===== src/sv/lfps_pkg.sv =====
// Shared types, widths and flare element constants for the lens flare pixel shader.
package lfps_pkg;

  // Offsets between a pixel centre and an element centre, in 1/4096 pixel.
  localparam int DW = 28;
  // Offsets that passed the bounding box test of the largest element.
  localparam int CW = 19;
  localparam int SUB_BITS = 12;
  // Root bits of the disc distance: 16 * 38 * 4096 stays below 2**22.
  localparam int RB = 22;
  localparam int ISQRT_STEPS = RB;
  // Shape unit: three front stages, the root steps, four falloff stages.
  localparam int SHAPE_LAT = 3 + ISQRT_STEPS + 4;
  // Accept to result: input, centre and offset stages, shape unit, two sum stages.
  localparam int PIPE_LAT = 3 + SHAPE_LAT + 2;
  localparam int HEX_S3 = 56756;

  localparam int GHOST_SLOTS = 6;
  localparam int GHOST_S [GHOST_SLOTS] = '{56, 115, 179, 256, 328, 397};
  localparam int GHOST_R [GHOST_SLOTS] = '{10, 16, 8, 22, 11, 7};
  localparam int GHOST_PEAK [GHOST_SLOTS] = '{90, 55, 70, 40, 50, 80};
  localparam bit GHOST_HEX [GHOST_SLOTS] = '{1'b0, 1'b1, 1'b0, 1'b1, 1'b1, 1'b0};
  // ceil(2**32 / R): exact floor division by R for dividends below 2**22.
  localparam longint GHOST_RECIP [GHOST_SLOTS] = '{
    429496730, 268435456, 536870912, 195225787, 390451573, 613566757};

  localparam int HALO_R = 38;
  localparam int HALO_PEAK = 70;
  localparam longint HALO_RECIP = 113025456;
  localparam int CORE_R = 14;
  localparam int CORE_PEAK = 220;
  localparam longint CORE_RECIP = 306783379;

  typedef logic signed [DW-1:0] offset_t;

  typedef enum logic {
    REG_LIGHT_X = 1'b0,
    REG_LIGHT_Y = 1'b1
  } cfg_reg_t;

  typedef struct packed {
    logic       valid;
    logic [9:0] x;
    logic [8:0] y;
    logic [7:0] base;
    logic       on;
  } item_t;

endpackage


===== src/sv/lfps_shape.sv =====
// One flare element (disc or hexagon) with squared falloff, fully pipelined.
module lfps_shape #(
  parameter int     RADIUS = 10,
  parameter int     PEAK   = 90,
  parameter bit     IS_HEX = 1'b0,
  parameter longint RECIP  = 429496730
) (
  input  logic            clk,
  input  lfps_pkg::offset_t dx,
  input  lfps_pkg::offset_t dy,
  output logic [7:0]      add
);
  import lfps_pkg::*;

  localparam int LIM  = RADIUS << SUB_BITS;
  localparam int LIMY = IS_HEX ? 2 * LIM : LIM;
  localparam logic [DW-1:0] LIM_V  = DW'(LIM);
  localparam logic [DW-1:0] LIMY_V = DW'(LIMY);
  localparam logic [36:0] LIM2_V = 37'(longint'(LIM) * longint'(LIM));
  localparam logic [36:0] MLIM_V = 37'(longint'(LIM) * 64'd65536);
  localparam logic [29:0] RECIP_V = 30'(RECIP);
  localparam logic [7:0] PEAK_V = 8'(PEAK);

  logic [DW-1:0] absx, absy;
  logic inb;
  assign absx = dx[DW-1] ? DW'(-dx) : DW'(dx);
  assign absy = dy[DW-1] ? DW'(-dy) : DW'(dy);
  assign inb  = (absx < LIM_V) && (absy < LIMY_V);

  // Stage 1: bounding box; offsets outside it are zeroed to keep widths small.
  logic s1_in;
  logic signed [CW-1:0] s1_dx, s1_dy;
  always_ff @(posedge clk) begin
    s1_in <= inb;
    s1_dx <= inb ? dx[CW-1:0] : '0;
    s1_dy <= inb ? dy[CW-1:0] : '0;
  end

  logic [RB-1:0] n_fin;
  logic in_fin;

  if (IS_HEX) begin : g_hex
    localparam logic signed [17:0] S3_V = 18'(HEX_S3);
    localparam int HD = ISQRT_STEPS - 1;

    logic signed [36:0] s2_pdy;
    logic signed [CW-1:0] s2_dx;
    logic s2_in;
    always_ff @(posedge clk) begin
      s2_pdy <= 37'(s1_dy * S3_V);
      s2_dx  <= s1_dx;
      s2_in  <= s1_in;
    end

    logic signed [36:0] dx32, bs, cs;
    logic [CW-1:0] adx;
    assign dx32 = {{3{s2_dx[CW-1]}}, s2_dx, 15'b0};
    assign bs   = s2_pdy + dx32;
    assign cs   = s2_pdy - dx32;
    assign adx  = s2_dx[CW-1] ? CW'(-s2_dx) : CW'(s2_dx);

    logic [36:0] s3_a, s3_b, s3_c;
    logic s3_in;
    always_ff @(posedge clk) begin
      s3_a  <= {2'b0, adx, 16'b0};
      s3_b  <= bs[36] ? 37'(-bs) : 37'(bs);
      s3_c  <= cs[36] ? 37'(-cs) : 37'(cs);
      s3_in <= s2_in;
    end

    logic [36:0] m_ab, m;
    assign m_ab = (s3_b > s3_a) ? s3_b : s3_a;
    assign m    = (s3_c > m_ab) ? s3_c : m_ab;

    // Distance is ready early; hold it until the disc path would finish.
    logic [RB-1:0] hd_n [0:HD];
    logic hd_in [0:HD];
    always_ff @(posedge clk) begin
      hd_n[0]  <= m[RB+11:12];
      hd_in[0] <= s3_in && (m < MLIM_V);
      for (int j = 1; j <= HD; j++) begin
        hd_n[j]  <= hd_n[j-1];
        hd_in[j] <= hd_in[j-1];
      end
    end
    assign n_fin  = hd_n[HD];
    assign in_fin = hd_in[HD];
  end else begin : g_disc
    logic [35:0] s2_sqx, s2_sqy;
    logic s2_in;
    always_ff @(posedge clk) begin
      s2_sqx <= 36'(s1_dx * s1_dx);
      s2_sqy <= 36'(s1_dy * s1_dy);
      s2_in  <= s1_in;
    end

    logic [36:0] r2;
    assign r2 = {1'b0, s2_sqx} + {1'b0, s2_sqy};

    // Digit-by-digit square root of 256 * r2, one root bit per stage.
    logic [RB:0]     rt_rem  [0:RB];
    logic [RB-1:0]   rt_root [0:RB];
    logic [2*RB-1:0] rt_val  [0:RB];
    logic            rt_in   [0:RB];

    always_ff @(posedge clk) begin
      rt_rem[0]  <= '0;
      rt_root[0] <= '0;
      rt_val[0]  <= {r2[35:0], 8'b0};
      rt_in[0]   <= s2_in && (r2 < LIM2_V);
    end

    for (genvar k = 0; k < RB; k++) begin : g_step
      logic [RB+2:0] rem2, trial;
      logic ge;
      assign rem2  = {rt_rem[k], rt_val[k][2*RB-1 -: 2]};
      assign trial = {1'b0, rt_root[k], 2'b01};
      assign ge    = rem2 >= trial;
      always_ff @(posedge clk) begin
        rt_rem[k+1]  <= ge ? (RB+1)'(rem2 - trial) : rem2[RB:0];
        rt_root[k+1] <= {rt_root[k][RB-2:0], ge};
        rt_val[k+1]  <= rt_val[k] << 2;
        rt_in[k+1]   <= rt_in[k];
      end
    end
    assign n_fin  = rt_root[RB];
    assign in_fin = rt_in[RB];
  end

  // Falloff: d = n / R by reciprocal, then peak * (1 - d)^2.
  logic [51:0] t_prod;
  logic t_in;
  always_ff @(posedge clk) begin
    t_prod <= n_fin * RECIP_V;
    t_in   <= in_fin;
  end

  logic [19:0] q;
  logic [15:0] d;
  assign q = t_prod[51:32];
  assign d = (q > 20'd65535) ? 16'hFFFF : q[15:0];

  logic [16:0] t;
  logic [33:0] tt;
  logic [41:0] pk;
  always_ff @(posedge clk) begin
    t  <= t_in ? (17'h10000 - {1'b0, d}) : '0;
    tt <= t * t;
  end
  assign pk = PEAK_V * tt;
  always_ff @(posedge clk) begin
    add <= pk[39:32];
  end

endmodule


===== config.mk =====
export PLATFORM = sky130hd
export DESIGN_NAME = lfps_shape
export DESIGN_NICKNAME = d
export VERILOG_FILES = /design/src/sv/lfps_pkg.sv /design/src/sv/lfps_shape.sv
export SDC_FILE = /design/constraint.sdc
export NUM_CORES = 2
export LEC_CHECK = 0
export BUFFER_PORTS_ARGS = -buffer_cell sky130_fd_sc_hd__clkbuf_2
export CORE_UTILIZATION = 55
export DETAILED_ROUTE_END_ITERATION = 8
export GPL_TIMING_DRIVEN = 0
export PLACE_DENSITY = 0.81
export RECOVER_POWER = 100
export SLEW_MARGIN = 20
export SYNTH_ARGS = -nofsm -noshare
export SYNTH_HDL_FRONTEND = slang
export SYNTH_SLANG_ARGS = --single-unit
export TNS_END_PERCENT = 100

===== constraint.sdc =====
create_clock -name clk -period 16.3 [get_ports clk]
set_clock_uncertainty 0.05 [all_clocks]
set_input_delay 0.815 -clock clk [delete_from_list [all_inputs] [get_ports clk]]
set_output_delay 0.815 -clock clk [all_outputs]
set_load 0.005 [all_outputs]

# Yosys cells after proc, flatten, opt, wreduce, memory -nomap -nowiden
# Memories as Yosys holds them, arrays and structs flattened. A register that Yosys moved wholly into a read port is not among the register bits.
# Cells that the tools add are included.
[op_classes] multipliers=5 magnitude_cmp=26 n_reduce_logical=2 muxes=25 n_addsub=26
[op_table] op="$ge A25 B24 Y1" count=22
[op_table] op="$mux W23" count=22
[op_table] op="$sub A23 B23 Y23" count=22
[op_table] op="$mul A19 B19 Y36" count=2
[op_table] op="$lt A28 B16 Y1 const B" count=2
[op_table] op="$mux W28" count=2
[op_table] op="$neg A28 Y28" count=2
[op_table] op="$mul A22 B28 Y50 const B" count=1
[op_table] op="$mul A6 B34 Y39 const A" count=1
[op_table] op="$add A36 B36 Y37" count=1
[op_table] op="$lt A37 B31 Y1 const B" count=1
[op_table] op="$mul A17 B17 Y34" count=1
[op_table] op="$gt A19 B16 Y1 const B" count=1
[op_table] op="$sub A17 B16 Y17 const A" count=1
[op_table] op="$mux W16" count=1
[op_table] op="$logic_and A1 B1 Y1" count=2
[word_totals] inputBits=57 mem_count=4 elab_cells=98 register_bits=221 ramBits=2024
[mem_list] name="g_disc.rt_val" words=23 word_bits=42 rd=22 rd_ports_with_merged_regs=0 write_ports=23 line_no="lfps_shape.sv:103" text="logic [2*RB-1:0] rt_val [0:RB];"
[mem_list] name="g_disc.rt_rem" words=23 word_bits=23 rd=22 rd_ports_with_merged_regs=0 write_ports=23 line_no="lfps_shape.sv:101" text="logic [RB:0] rt_rem [0:RB];"
[mem_list] name="g_disc.rt_root" words=23 word_bits=22 rd=23 rd_ports_with_merged_regs=0 write_ports=23 line_no="lfps_shape.sv:102" text="logic [RB-1:0] rt_root [0:RB];"
[mem_list] name="g_disc.rt_in" words=23 word_bits=1 rd=23 rd_ports_with_merged_regs=1 write_ports=23 line_no="lfps_shape.sv:104" text="logic rt_in [0:RB];"

# Longest topological paths before layout
[logic_depth] word_depth=4 mapped_depth=27 depth_no_buf=26

# Least setup slack after synthesis
# OpenSTA, ideal clock, no wires.
[synth_path] kind="register to register" from="reg s1_dx[15]" to="reg g_disc.s2_sqx[35]" period_less_slack_ps=6795 path_slack_ps=9505 arrival_time_ps=6673 setup_time_ps=72 stages_incl_launch_ff=24 cell_sequence="dfxtp_1 > clkbuf_1 > clkbuf_1 > nand2_1 > fa_1 > inv_1 > fa_1 > inv_1 > fa_1 > inv_1 > fa_1 > fa_1 > fa_1 > fa_1 > ha_1 > a21o_1 > nor3_1 > o21ai_0 > a2111oi_2 > o311ai_0 > a31oi_1 > o21ai_0 > a21oi_1 > xor2_1"
[synth_via] elab_chain_len=1
[synth_lines] item="start: declaration" line_no="lfps_shape.sv:32" text="logic signed [CW-1:0] s1_dx, s1_dy;"
[synth_lines] item="start signal: assignment" line_no="lfps_shape.sv:35" text="s1_dx <= inb ? dx[CW-1:0] : '0;"
[synth_lines] item="$mul A19 B19 Y36" line_no="lfps_shape.sv:92" text="s2_sqx <= 36'(s1_dx * s1_dx);"
[synth_lines] item="end signal: assignment" line_no="lfps_shape.sv:92"
[synth_lines] item="end: declaration" line_no="lfps_shape.sv:89" text="logic [35:0] s2_sqx, s2_sqy;"
# Every way passes these cells.
# A chain may end at the register's enable or synchronous reset.

# Final worst setup path
[layout_path] from="reg s1_dx[4]" to="reg g_disc.s2_sqx[35]"
# Same word-level chain as after synthesis.

==> summary.txt <==
Placement
  – GP Congestion: 0.923
  – Placed inst area: 90000 sq um
  – Port Buf Inserts: 64
  – Post-DP HPWL: 150000 um

STA
  – Final period utilization: 0.555
  – RSZ-0062 raised after global routing: false
  – Hold WS: 0.230 ns
  – Slew Limit Fails: 0
  – Final hold violations: 0
  – Setup TNS: 0 ns
  – Slew margin rel.: 0.00525
  – Tightest Pin Transition: 1.47 ns
  – Tmin final: 9.05 ns
  – F_max: 111 MHz
  – Final setup vio count: 0

Critical path
  – CP peak stage delay: 0.88 ns
  – Worst Path Arrival: 9.66 ns
  – Kind of critical path: reg2reg
  – Crit path max-delay family: compound AO/OA/AOI/OAI gates
  – Critical-path maximum fanout: 10
  – Worst Path Required: 16.92 ns
  – Slowest-stage cell, CP: a2111oi_0
  – Crit end category: register
  – CP startpoint kind: register
  – CP bufs+invs: 7

Clock tree
  – Root Driver: clkbuf_16
  – Setup Buffers After CTS: 0
  – Clock Latency Late Sink: 0.77 ns
  – Num CTS Buffers: 120
  – CTS sink cnt: 1256
  – CTS tree: yes
  – H-Tree Depth: 3
  – Clk slew on worst S/H paths: 0.06 ns
  – Post-CTS Hold Fix Bufs: 0
  – Clk buf depth: 3
  – Cts repair resizes: 0

Logic synthesis
  – YS warnings: 0
  – Asr flop ratio synth: 0
  – Distinct cells, synth: 85
  – Post-synth net total: 10.9k
  – Number of synthesized flops with an enable pin: 0
  – Cells after synthesis: 8895
  – Seq/Total Area, Yosys: 0.289
  – Synth Area per Inst: 9.79 sq um
  – #FFs+latches synth: 1256
  – Predominant post-synthesis flop cell: dfxtp_1
  – Mapped Area: 87100 sq um

Worst hold path
  – HP Class: reg2reg

Floorplanning
  – Die width: 400 um
  – Starting Density: 0.556
  – Core Area: 157000 sq um
  – Die Y: 400 um
  – Die area: 160000 sq um
  – IO Pins: 65
  – Rows: 145

Power
  – Total chip power: 0.00889 W
  – Sw power: 0.00277 W
  – Worst IR drop on VDD: 0.127 mV
  – Net Sw Frac: 0.312
  – Power Dens Cells: 94.3 nW/um^2
  – Flop pwr share: 0.385
  – P_leak: 48.9 nW
  – Comb pwr share: 0.275
  – Clock power frac: 0.340
  – Internal power: 0.00612 W

Final layout
  – Layout cells sized above 1: 0.0384
  – Commonest non-fill, non-tap cell in the layout: inv_1
  – Fin nets: 11.1k
  – Design area: 94300 sq um
  – Highest-count cells in the layout ignoring fill and taps: inv_1, dfxtp_1, fa_1
  – Area grow syn2layout: 8.29%

Global routing
  – Gr usage total: 0.240
  – Initial antenna violation count: 0
  – Total gr overflow: 0
  – First-pass GRT wire length: 311000 um
  – Largest net degree at the start of global routing: 20
  – Vias in the first global route: 63.8k

Route
  – WL/cell: 16.5 um
  – Final wirelength: 186000 um
  – DR DRC count: 0
  – Initial DRT Pass Iterations: 6
  – Vias per cell: 5.34
  – Via Count: 60.0k
  – Antenna viol nets, final: 0
  – Initial DRC count: 3444

Run
  – Max cap viols: 1

Status
  – Status: complete, but fails checks
  – Failing checks: max-capacitance violations
==> layer usage <==
layer,share of wire,GRT usage,vias to the layer above
li1,-,-,28600
met1,0.40,0.287,29300
met2,0.51,0.432,1702
met3,0.051,0.0339,453
met4,0.043,0.0956,0
met5,0,0,-
==> registers in the layout (all words and copies together), names as in the netlist <==
signal / count
s1_in: 1
g_disc.rt_val: 342
s1_dx: 19
tt: 33
g_disc.rt_rem: 450
t_in: 1
t: 17
g_disc.s2_in: 1
s1_dy: 19
g_disc.rt_root: 253
g_disc.rt_in: 23
add: 8
t_prod: 19
g_disc.s2_sqy: 35
g_disc.s2_sqx: 35
==> cell families after synthesis <==
logic type,Yosys count,share of synthesized area
other,2,0.0000862
DFF,1256,0.289
AOI/OAI and AO/OA,1133,0.0825
xor gates and xnor gates,518,0.0521
and+or+nand+nor,1991,0.112
buffers and inverters,1980,0.0855
adders and majority gates,1954,0.371
muxes,61,0.00778
==> Yosys cell counts (all sizes together), types with 67 or more instances <==
library cell / number / area [sq um]
xnor2: 324 / 2840
xor2: 194 / 1700
nor3: 156 / 786
dfxtp: 1256 / 25100
nand3: 93 / 465
o21a: 95 / 713
nand2: 578 / 2170
nor4: 67 / 432
o21ai: 251 / 1260
nor2: 430 / 1610
a21oi: 341 / 1710
a21o: 105 / 788
nand2b: 79 / 494
clkbuf: 145 / 544
fa: 1050 / 21000
ha: 904 / 11300
and2: 247 / 1550
nor2b: 88 / 551
inv: 1823 / 6840
==> area by class of cell <==
type                            instances  area [sq um]
Fill cell                           12600         62400
Tap cell                             2058          2570
Inverter                             1824          6850
Sequential cell                      1256         25100
Clock buffer                          158          3290
Antenna cell                            1          2.50
Clock inverter                         68          1100
Timing Repair Buffer                   64           310
Multi-Input combinational cell       5659         54500
Buffer                                156           587
==> through the flow <==
step / setup WS (ns) / instances / utilization
after floorplan: 9.51 / 8895 / -
after global placement: 7.97 / 11000 / 0.574
after detailed placement: 7.88 / 11000 / 0.574
after CTS: 7.81 / 11200 / 0.602
after global routing: 6.83 / 11200 / 0.602
final: 7.25 / 11200 / 0.602
==> worst paths after layout <==
path	start	endpoint	slack [ns]	cells after the start
max	s1_dx[4]$_SDFF_PN0_	g_disc.s2_sqx[35]$_DFF_P_	7.25	26
min	g_disc.rt_in[14]$_DFF_P_	g_disc.rt_in[15]$_DFF_P_	0.23	0
max reg2reg	s1_dx[4]$_SDFF_PN0_	g_disc.s2_sqx[35]$_DFF_P_	7.25	26
min reg2reg	g_disc.rt_in[14]$_DFF_P_	g_disc.rt_in[15]$_DFF_P_	0.23	0
==> power groups by stage <==
stage | Sequential [W] | Combinational, W | Clock [W]
2_1_floorplan | 0.00344 | 0.00183 | 0
3_3_place_gp | 0.00348 | 0.00229 | 0
3_5_place_dp | 0.00349 | 0.00241 | 0
4_1_cts | 0.00342 | 0.00244 | 0.00309
5_1_grt | 0.00344 | 0.00281 | 0.00322
6_report | 0.00342 | 0.00245 | 0.00302
Note: power is estimated with default switching activity, not from simulation.
